**config.mk**
```make
export PLATFORM = sky130hd
export DESIGN_NAME = modular_multiplier_core
export DESIGN_NICKNAME = d
export VERILOG_FILES = /design/src/mmul_pkg.sv /design/src/mmul_ram.sv /design/src/mmul_unit.sv /design/src/modular_multiplier_core.sv
export SDC_FILE = /design/constraint.sdc
export NUM_CORES = 2
export LEC_CHECK = 0
export ABC_AREA = 0
export BUFFER_PORTS_ARGS = -buffer_cell sky130_fd_sc_hd__buf_2
export CAP_MARGIN = 20
export CORE_MARGIN = 2
export CORE_UTILIZATION = 25
export CTS_BUF_LIST = sky130_fd_sc_hd__clkbuf_4 sky130_fd_sc_hd__clkbuf_8 sky130_fd_sc_hd__clkbuf_16
export DETAILED_ROUTE_END_ITERATION = 6
export HOLD_SLACK_MARGIN = 0.1
export SETUP_SLACK_MARGIN = 0.1
export SLEW_MARGIN = 10
export SYNTH_ARGS = -nofsm -noshare
export SYNTH_HDL_FRONTEND = slang
export SYNTH_SLANG_ARGS = --single-unit
```
**constraint.sdc**
```tcl
create_clock -name clk -period 9 [get_ports clk]
set_input_delay 1.8 -clock clk [delete_from_list [all_inputs] [get_ports clk]]
set_output_delay 1.8 -clock clk [all_outputs]
set_load 0.02 [all_outputs]
```
**src/mmul_pkg.sv**
```systemverilog
// Shared types and constants for the modular multiplier core.
// Used by mmul_unit and modular_multiplier_core; depends on nothing.
package mmul_pkg;

	localparam int WORD_W = 32;
	localparam int IDX_W = 3;
	localparam int STATUS_W = 2;

	localparam logic [STATUS_W-1:0] STATUS_OK = 2'd0;
	localparam logic [STATUS_W-1:0] STATUS_ZERO_MOD = 2'd1;
	localparam logic [STATUS_W-1:0] STATUS_OVERFLOW = 2'd2;

	typedef struct packed {
		logic mul_en;
		logic acc_en;
		logic carry_clr;
		logic sub_en;
		logic sub_first;
	} unit_ctrl_t;

endpackage

```
**src/mmul_ram.sv**
```systemverilog
// Generic single-write, single-read RAM with a registered read port.
// Stand-alone; instantiated by modular_multiplier_core for every word store.
module mmul_ram #(
	parameter int WIDTH = 32,
	parameter int DEPTH = 8,
	localparam int AW = (DEPTH > 1) ? $clog2(DEPTH) : 1
) (
	input  logic             clk,
	input  logic             we,
	input  logic [AW-1:0]    waddr,
	input  logic [WIDTH-1:0] wdata,
	input  logic [AW-1:0]    raddr,
	output logic [WIDTH-1:0] rdata
);

	logic [WIDTH-1:0] mem_q [DEPTH];

	always_ff @(posedge clk) begin
		if (we) begin
			mem_q[waddr] <= wdata;
		end
		rdata <= mem_q[raddr];
	end

endmodule

```
**src/mmul_unit.sv**
```systemverilog
// Shared arithmetic unit: 32x32 multiply-accumulate for the product and a
// word-serial shift-and-subtract for the reduction. Depends on mmul_pkg.
module mmul_unit (
	input  logic                      clk,
	input  logic                      arst_n,
	input  mmul_pkg::unit_ctrl_t      ctrl,
	input  logic [mmul_pkg::WORD_W-1:0] a_word,
	input  logic [mmul_pkg::WORD_W-1:0] b_word,
	input  logic [mmul_pkg::WORD_W-1:0] p_word,
	input  logic [mmul_pkg::WORD_W-1:0] r_word,
	input  logic [mmul_pkg::WORD_W-1:0] m_word,
	input  logic                      bit_in,
	output logic [mmul_pkg::WORD_W-1:0] acc_lo,
	output logic [mmul_pkg::WORD_W-1:0] carry,
	output logic [mmul_pkg::WORD_W-1:0] sh_word,
	output logic [mmul_pkg::WORD_W-1:0] diff_word,
	output logic                      ge
);

	logic [2*mmul_pkg::WORD_W-1:0] mult_q;
	logic [2*mmul_pkg::WORD_W-1:0] sum;
	logic [mmul_pkg::WORD_W-1:0]   carry_q;
	logic                          shc_q;
	logic                          bor_q;
	logic                          cin;
	logic                          bin;
	logic [mmul_pkg::WORD_W:0]     diff;

	assign sum = mult_q + {{mmul_pkg::WORD_W{1'b0}}, p_word}
		+ {{mmul_pkg::WORD_W{1'b0}}, carry_q};
	assign acc_lo = sum[mmul_pkg::WORD_W-1:0];
	assign carry = carry_q;

	assign cin = ctrl.sub_first ? bit_in : shc_q;
	assign bin = ctrl.sub_first ? 1'b0 : bor_q;
	assign sh_word = {r_word[mmul_pkg::WORD_W-2:0], cin};
	assign diff = {1'b0, sh_word} - {1'b0, m_word} - {{mmul_pkg::WORD_W{1'b0}}, bin};
	assign diff_word = diff[mmul_pkg::WORD_W-1:0];
	assign ge = r_word[mmul_pkg::WORD_W-1] | ~diff[mmul_pkg::WORD_W];

	always_ff @(posedge clk) begin
		if (ctrl.mul_en) begin
			mult_q <= 64'(a_word) * 64'(b_word);
		end
	end

	always_ff @(posedge clk or negedge arst_n) begin
		if (!arst_n) begin
			carry_q <= '0;
			shc_q <= 1'b0;
			bor_q <= 1'b0;
		end else begin
			if (ctrl.carry_clr) begin
				carry_q <= '0;
			end else if (ctrl.acc_en) begin
				carry_q <= sum[2*mmul_pkg::WORD_W-1:mmul_pkg::WORD_W];
			end
			if (ctrl.sub_en) begin
				shc_q <= r_word[mmul_pkg::WORD_W-1];
				bor_q <= diff[mmul_pkg::WORD_W];
			end
		end
	end

endmodule

```
**src/modular_multiplier_core.sv**
```systemverilog
// Multiword modular multiplier a*b mod p: sequencer, word stores and top level.
// Depends on mmul_pkg, mmul_ram and mmul_unit.
// Operands are loaded beat by beat; the work for n words is set mainly by the word-serial
// shift-subtract pass run for each product bit, and the result is then sent out beat by beat.
// One operation at a time; input is held off meanwhile.
// Reset clears the sequencer, counters and flags; the word stores are not cleared.
module modular_multiplier_core #(
	parameter int MAX_WORDS = 8
) (
	input  logic        clk,
	input  logic        arst_n,
	input  logic        s_tvalid,
	output logic        s_tready,
	input  logic [95:0] s_tdata,  // a_word[31:0], b_word[63:32], mod_word[95:64]
	input  logic        s_tlast,
	output logic        m_tvalid,
	input  logic        m_tready,
	output logic [39:0] m_tdata,  // result_word[31:0], word_index[34:32], zero fill
	output logic        m_tlast,
	output logic [1:0]  m_tuser   // status[1:0]
);

	localparam int AW = (MAX_WORDS > 1) ? $clog2(MAX_WORDS) : 1;
	localparam int PW = $clog2(2 * MAX_WORDS);
	localparam int CW = $clog2(MAX_WORDS + 1);
	localparam int W = mmul_pkg::WORD_W;

	localparam logic [3:0] ST_LOAD = 4'd0;
	localparam logic [3:0] ST_CLEAR = 4'd1;
	localparam logic [3:0] ST_PR_RD = 4'd2;
	localparam logic [3:0] ST_PR_MUL = 4'd3;
	localparam logic [3:0] ST_PR_ACC = 4'd4;
	localparam logic [3:0] ST_PR_CAR = 4'd5;
	localparam logic [3:0] ST_RW_RD = 4'd6;
	localparam logic [3:0] ST_RW_LD = 4'd7;
	localparam logic [3:0] ST_S1_RD = 4'd8;
	localparam logic [3:0] ST_S1_CMP = 4'd9;
	localparam logic [3:0] ST_S2_RD = 4'd10;
	localparam logic [3:0] ST_S2_WR = 4'd11;
	localparam logic [3:0] ST_OUT_RD = 4'd12;
	localparam logic [3:0] ST_OUT_LD = 4'd13;

	logic [3:0]    state_q;
	logic [CW-1:0] cnt_q;
	logic          ovf_q;
	logic          nz_q;
	logic [CW-1:0] n_q;
	logic [mmul_pkg::STATUS_W-1:0] status_q;
	logic [CW-1:0] i_q;
	logic [CW-1:0] j_q;
	logic [CW-1:0] k_q;
	logic [PW-1:0] pc_q;
	logic [PW-1:0] wdx_q;
	logic [4:0]    bit_q;
	logic [W-1:0]  pw_q;
	logic          ge_q;
	logic [mmul_pkg::IDX_W-1:0] oidx_q;
	logic          ovalid_q;
	logic [W-1:0]  odata_q;
	logic [mmul_pkg::IDX_W-1:0] oindex_q;
	logic          olast_q;
	logic [mmul_pkg::STATUS_W-1:0] ostatus_q;

	logic          in_acc;
	logic          store_en;
	logic [CW-1:0] cnt_next;
	logic [CW:0]   n2;
	logic [PW-1:0] n2m1;
	logic [CW-1:0] nm1;
	logic [PW-1:0] ij_addr;
	logic [PW-1:0] in_addr;
	logic          out_load;

	logic          p_we;
	logic [PW-1:0] p_waddr;
	logic [W-1:0]  p_wdata;
	logic [PW-1:0] p_raddr;
	logic          r_we;
	logic [AW-1:0] r_waddr;
	logic [W-1:0]  r_wdata;

	logic [W-1:0]  a_rd;
	logic [W-1:0]  b_rd;
	logic [W-1:0]  m_rd;
	logic [W-1:0]  p_rd;
	logic [W-1:0]  r_rd;

	mmul_pkg::unit_ctrl_t ctrl;
	logic [W-1:0]  acc_lo;
	logic [W-1:0]  carry;
	logic [W-1:0]  sh_word;
	logic [W-1:0]  diff_word;
	logic          ge;

	assign s_tready = (state_q == ST_LOAD);
	assign in_acc = s_tvalid && s_tready;
	assign store_en = in_acc && (cnt_q < CW'(MAX_WORDS));
	assign cnt_next = store_en ? CW'(cnt_q + CW'(1)) : cnt_q;
	assign n2 = {n_q, 1'b0};
	assign n2m1 = PW'(n2 - (CW + 1)'(1));
	assign nm1 = CW'(n_q - CW'(1));
	assign ij_addr = PW'({1'b0, i_q} + {1'b0, j_q});
	assign in_addr = PW'({1'b0, i_q} + {1'b0, n_q});
	assign out_load = (state_q == ST_OUT_LD) && (!ovalid_q || m_tready);

	always_comb begin
		ctrl = '0;
		p_we = 1'b0;
		p_waddr = pc_q;
		p_wdata = '0;
		p_raddr = ij_addr;
		r_we = 1'b0;
		r_waddr = k_q[AW-1:0];
		r_wdata = ge_q ? diff_word : sh_word;
		case (state_q)
			ST_CLEAR: begin
				ctrl.carry_clr = 1'b1;
				p_we = 1'b1;
				r_we = ({1'b0, pc_q} < (PW + 1)'(n_q));
				r_waddr = pc_q[AW-1:0];
				r_wdata = '0;
			end
			ST_PR_MUL: begin
				ctrl.mul_en = 1'b1;
			end
			ST_PR_ACC: begin
				ctrl.acc_en = 1'b1;
				p_we = 1'b1;
				p_waddr = ij_addr;
				p_wdata = acc_lo;
			end
			ST_PR_CAR: begin
				ctrl.carry_clr = 1'b1;
				p_we = 1'b1;
				p_waddr = in_addr;
				p_wdata = carry;
			end
			ST_RW_RD, ST_RW_LD: begin
				p_raddr = wdx_q;
			end
			ST_S1_CMP: begin
				ctrl.sub_en = 1'b1;
				ctrl.sub_first = (k_q == '0);
			end
			ST_S2_WR: begin
				ctrl.sub_en = 1'b1;
				ctrl.sub_first = (k_q == '0);
				r_we = 1'b1;
			end
			default: begin
			end
		endcase
	end

	mmul_ram #(.WIDTH(W), .DEPTH(MAX_WORDS)) u_a_ram (
		.clk(clk), .we(store_en), .waddr(cnt_q[AW-1:0]), .wdata(s_tdata[31:0]),
		.raddr(j_q[AW-1:0]), .rdata(a_rd)
	);

	mmul_ram #(.WIDTH(W), .DEPTH(MAX_WORDS)) u_b_ram (
		.clk(clk), .we(store_en), .waddr(cnt_q[AW-1:0]), .wdata(s_tdata[63:32]),
		.raddr(i_q[AW-1:0]), .rdata(b_rd)
	);

	mmul_ram #(.WIDTH(W), .DEPTH(MAX_WORDS)) u_m_ram (
		.clk(clk), .we(store_en), .waddr(cnt_q[AW-1:0]), .wdata(s_tdata[95:64]),
		.raddr(k_q[AW-1:0]), .rdata(m_rd)
	);

	mmul_ram #(.WIDTH(W), .DEPTH(2 * MAX_WORDS)) u_p_ram (
		.clk(clk), .we(p_we), .waddr(p_waddr), .wdata(p_wdata),
		.raddr(p_raddr), .rdata(p_rd)
	);

	mmul_ram #(.WIDTH(W), .DEPTH(MAX_WORDS)) u_r_ram (
		.clk(clk), .we(r_we), .waddr(r_waddr), .wdata(r_wdata),
		.raddr(k_q[AW-1:0]), .rdata(r_rd)
	);

	mmul_unit u_unit (
		.clk(clk), .arst_n(arst_n), .ctrl(ctrl),
		.a_word(a_rd), .b_word(b_rd), .p_word(p_rd),
		.r_word(r_rd), .m_word(m_rd), .bit_in(pw_q[W-1]),
		.acc_lo(acc_lo), .carry(carry), .sh_word(sh_word),
		.diff_word(diff_word), .ge(ge)
	);

	always_ff @(posedge clk or negedge arst_n) begin
		if (!arst_n) begin
			state_q <= ST_LOAD;
			cnt_q <= '0;
			ovf_q <= 1'b0;
			nz_q <= 1'b0;
			n_q <= '0;
			status_q <= mmul_pkg::STATUS_OK;
			i_q <= '0;
			j_q <= '0;
			k_q <= '0;
			pc_q <= '0;
			wdx_q <= '0;
			bit_q <= '0;
			ge_q <= 1'b0;
			oidx_q <= '0;
			ovalid_q <= 1'b0;
		end else begin
			if (ovalid_q && m_tready && !out_load) begin
				ovalid_q <= 1'b0;
			end
			case (state_q)
				ST_LOAD: begin
					if (in_acc) begin
						if (!s_tlast) begin
							cnt_q <= cnt_next;
							if (store_en) begin
								nz_q <= nz_q || (s_tdata[95:64] != '0);
							end else begin
								ovf_q <= 1'b1;
							end
						end else begin
							n_q <= cnt_next;
							cnt_q <= '0;
							ovf_q <= 1'b0;
							nz_q <= 1'b0;
							i_q <= '0;
							j_q <= '0;
							k_q <= '0;
							pc_q <= '0;
							oidx_q <= '0;
							if (!(nz_q || (store_en && (s_tdata[95:64] != '0)))) begin
								status_q <= mmul_pkg::STATUS_ZERO_MOD;
								state_q <= ST_OUT_RD;
							end else begin
								status_q <= (ovf_q || !store_en) ?
									mmul_pkg::STATUS_OVERFLOW : mmul_pkg::STATUS_OK;
								state_q <= ST_CLEAR;
							end
						end
					end
				end
				ST_CLEAR: begin
					pc_q <= PW'(pc_q + PW'(1));
					if (pc_q == n2m1) begin
						state_q <= ST_PR_RD;
					end
				end
				ST_PR_RD: begin
					state_q <= ST_PR_MUL;
				end
				ST_PR_MUL: begin
					state_q <= ST_PR_ACC;
				end
				ST_PR_ACC: begin
					if (j_q == nm1) begin
						state_q <= ST_PR_CAR;
					end else begin
						j_q <= CW'(j_q + CW'(1));
						state_q <= ST_PR_RD;
					end
				end
				ST_PR_CAR: begin
					j_q <= '0;
					if (i_q == nm1) begin
						wdx_q <= n2m1;
						state_q <= ST_RW_RD;
					end else begin
						i_q <= CW'(i_q + CW'(1));
						state_q <= ST_PR_RD;
					end
				end
				ST_RW_RD: begin
					state_q <= ST_RW_LD;
				end
				ST_RW_LD: begin
					pw_q <= p_rd;
					bit_q <= 5'd31;
					k_q <= '0;
					state_q <= ST_S1_RD;
				end
				ST_S1_RD: begin
					state_q <= ST_S1_CMP;
				end
				ST_S1_CMP: begin
					if (k_q == nm1) begin
						ge_q <= ge;
						k_q <= '0;
						state_q <= ST_S2_RD;
					end else begin
						k_q <= CW'(k_q + CW'(1));
						state_q <= ST_S1_RD;
					end
				end
				ST_S2_RD: begin
					state_q <= ST_S2_WR;
				end
				ST_S2_WR: begin
					if (k_q == nm1) begin
						k_q <= '0;
						pw_q <= {pw_q[W-2:0], 1'b0};
						if (bit_q != '0) begin
							bit_q <= bit_q - 5'd1;
							state_q <= ST_S1_RD;
						end else if (wdx_q != '0) begin
							wdx_q <= PW'(wdx_q - PW'(1));
							state_q <= ST_RW_RD;
						end else begin
							state_q <= ST_OUT_RD;
						end
					end else begin
						k_q <= CW'(k_q + CW'(1));
						state_q <= ST_S2_RD;
					end
				end
				ST_OUT_RD: begin
					state_q <= ST_OUT_LD;
				end
				ST_OUT_LD: begin
					if (out_load) begin
						ovalid_q <= 1'b1;
						oidx_q <= oidx_q + 3'd1;
						if (k_q == nm1) begin
							k_q <= '0;
							state_q <= ST_LOAD;
						end else begin
							k_q <= CW'(k_q + CW'(1));
							state_q <= ST_OUT_RD;
						end
					end
				end
				default: begin
					state_q <= ST_LOAD;
				end
			endcase
		end
	end

	always_ff @(posedge clk) begin
		if (out_load) begin
			odata_q <= (status_q == mmul_pkg::STATUS_ZERO_MOD) ? '0 : r_rd;
			oindex_q <= oidx_q;
			olast_q <= (k_q == nm1);
			ostatus_q <= status_q;
		end
	end

	assign m_tvalid = ovalid_q;
	assign m_tdata = {5'd0, oindex_q, odata_q};
	assign m_tlast = olast_q;
	assign m_tuser = ostatus_q;

endmodule
```
==> qor.yml <==
sta:
  rsz0062_at_grt: "no"
  setup-tns-final_ns: 0
  min_period_ns: 8.27
  final.period_utilization_pct: 91.8
  worst_clock_skew_ns: 0.114
  fmaxAchievable_mhz: 121
  final-setup-viol-count: 0
  worst_pin_slew_ns: 1.06
  hold_violations: 0
  timing.final.max_slew_violations: 0
  slew_headroom_pct: 29.1
yosys:
  ys_top_cells_by_count: "1670 x edfxtp_1, 996 x inv_1, 933 x fa_1, 713 x nand2_1, 645 x and2_1"
  synthDistinctLibCells: 92
  yosys.cell_count.top_type: "edfxtp_1"
  syn-cell-area_mm2: 0.109
  syn_inst: 7786
  synth-edff-count: 1670
  synth.yosys.warnings: 0
  synth_flop_cell: "edfxtp_1"
  ys_seq_area_share_pct: 50.6
  yosys.area.top_type: "edfxtp_1"
  synthTopCellsByArea: "edfxtp_1 46%, fa_1 17%, mux4_2 7.9%"
  ys_async_sr_fraction_pct: 4.19
  synth_top_area_share_pct: 45.9
  postSynthAreaPerCell_um2: 14.0
  postSynthRegisterBits: 1910
setup_path:
  peak_fanout_along_the_critical_path: 22
  worst-r2r-setup-slack_ns: 0.73
  critical_path.max_stage_delay_ns: 0.94
  cp.arrival_ns: 8.87
  cp_common_cell: "fa_1"
  critical_path.endpoint_type: "flop"
  critical_path.slowest_cell: "dfxtp_1"
  crit_path_class: "flop to flop"
  critPathRequiredTime_ns: 9.60
  start_kind: "flop"
floorplanning:
  die_area_mm2: 0.443
  vertical_extent_of_the_die_um: 665
  floorplan.die.width_um: 665
  fp.coreArea_mm2: 0.435
  floorplan.io_pins: 146
  rows: 242
  floorplan.initialDensity_pct: 25.1
clock_network:
  h_tree_level_count: 4
  setup_repair_bufs_after_cts: 0
  tritoncts: "built"
  cts.repair.resized: 0
  cts.hold.buffers_added: 0
  cts_sinks: 1910
  ctsRootBufferMaster: "clkbuf_16"
  tritoncts.num_buffers: 192
  clock_latency_ns: 0.93
  cts_max_path_buffers: 4
  clkTransAtPathRegs_ns: 0.07
flow_run:
  max-cap-violations: 0
finish:
  final.fill_count: 43700
  multi_input_comb_area_mm2: 0.0491
  flow.area_growth_from_synthesis_pct: 13.5
  finalNetCount: 9323
  layout-drive-gt1-share_pct: 15.5
  layout.area.seq_mm2: 0.0554
detailed_routing:
  number_of_detailed_route_iterations_in_the_first_pass: 7
  drt.antenna.violating_nets: 0
  num_vias: 60900
  post-route-drc-count: 0
  drt-initial-drc-count: 4383
  routed_wirelength_mm: 266
  route.detailed.wl_per_inst_um: 19.3
  detail_route.vias_per_cell: 4.41
hold_path:
  hold_path.class: "flop to flop"
run_status:
  run_status: "finished clean"
grt:
  vias_in_the_first_global_route: 63600
  grt_pass1_wl_mm: 406
  grt.overflow.total: 0
  global_route.usage.total_pct: 11.9
  pin_count_of_the_biggest_net_entering_global_routing: 129
  antenna_found_initial: 32
placement:
  routabilityCongestion: 0.835
  hpwlAfterDp_mm: 180
  placement.io_buffers: 140
[state kept, by name (all words and copies together) (netlist names), 5 cells and up]
signal / flops
u_p_ram.mem_q: 512
u_a_ram.mem_q: 256
u_b_ram.mem_q: 256
u_m_ram.mem_q: 256
u_r_ram.mem_q: 256
u_unit.mult_q: 64
odata_q: 32
pw_q: 32
u_a_ram.rdata: 32
u_b_ram.rdata: 32
u_m_ram.rdata: 32
u_p_ram.rdata: 32
u_r_ram.rdata: 32
u_unit.carry: 32
bit_q: 5
[metrics by stage]
stage | area [µm²] | utilization, % | hold slack, ns | cells | worst slack (ns)
3_3_place_gp | 118000 | 27.0 | 0.461 | 13400 | 0.755
5_1_grt | 124000 | 28.5 | 0.503 | 13800 | 0.314
3_5_place_dp | 118000 | 27.0 | 0.470 | 13500 | 0.638
4_1_cts | 124000 | 28.5 | 0.484 | 13800 | 0.600
6_report | 124000 | 28.5 | 0.480 | 13800 | 0.735
2_1_floorplan | 109000 | - | 0.435 | 7790 | 1.65
[area by class of cell]
class,count,area share (%)
diodes,4,0.00807
clock buffers,253,4.37
clock inverters,92,0.792
inverters,997,3.02
multi-input cells,4482,39.5
flip-flops and latches,1910,44.6
well taps,5734,5.78
repair buffers,330,1.86
[critical path: cells and delay by family, from the launching register on]
kind / cells / cell delay (ns)
AO/OA/AOI/OAI: 8 / 1.86
AND/OR/NAND/NOR: 2 / 0.50
flip-flops: 1 / 0.94
XOR/XNOR: 1 / 0.09
buffers and inverters: 5 / 0.39
adder cells (fa/ha/maj): 9 / 4.23
[placed cells by master, fill, tap and decap left out, drive strengths merged, types with 160 or more instances in the layout]
| master | synthesis | final |
|---|---|---|
| edfxtp | 1670 | 1670 |
| inv | 997 | 1010 |
| fa | 933 | 933 |
| nand2 | 713 | 713 |
| and2 | 645 | 645 |
| mux4 | 384 | 384 |
| ha | 376 | 376 |
| buf | 69 | 330 |
| clkbuf | 332 | 253 |
| a21oi | 169 | 169 |
| nor2 | 163 | 163 |
| dfxtp | 160 | 160 |
[worst paths after layout]
path | start | end | cells past startpoint
max | u_b_ram.rdata[7] | u_unit.mult_q[49] | 25
min | u_unit.shc_q | u_unit.shc_q | 2
max reg2reg | u_b_ram.rdata[7] | u_unit.mult_q[49] | 25
min reg2reg | u_unit.shc_q | u_unit.shc_q | 2
max in group asynchronous | arst_n | u_unit.carry[28] | 2
min in group asynchronous | arst_n | nz_q | 1
[logic make-up after synthesis]
family	after synthesis	share of synthesized area, %
adders and majority gates	1309	21.4
AOI/OAI and AO/OA	634	3.80
other	1	0.00343
and+or+nand+nor	1788	8.19
DFF	1910	50.6
buffers and inverters	1398	4.85
xor gates and xnor gates	177	1.42
muxes	569	9.75
[metal layers]
layer / vias to the layer above / share of wire [%] / track usage, %
li1: 27000 / - / -
met1: 32200 / 43 / 15.8
met2: 1302 / 50 / 20.6
met3: 355 / 4.4 / 1.58
met4: 28 / 2.2 / 2.79
met5: - / 0.068 / 0
Power is not shown: default switching activity piles up to over one toggle a cycle in this logic, so the estimate is an artifact.
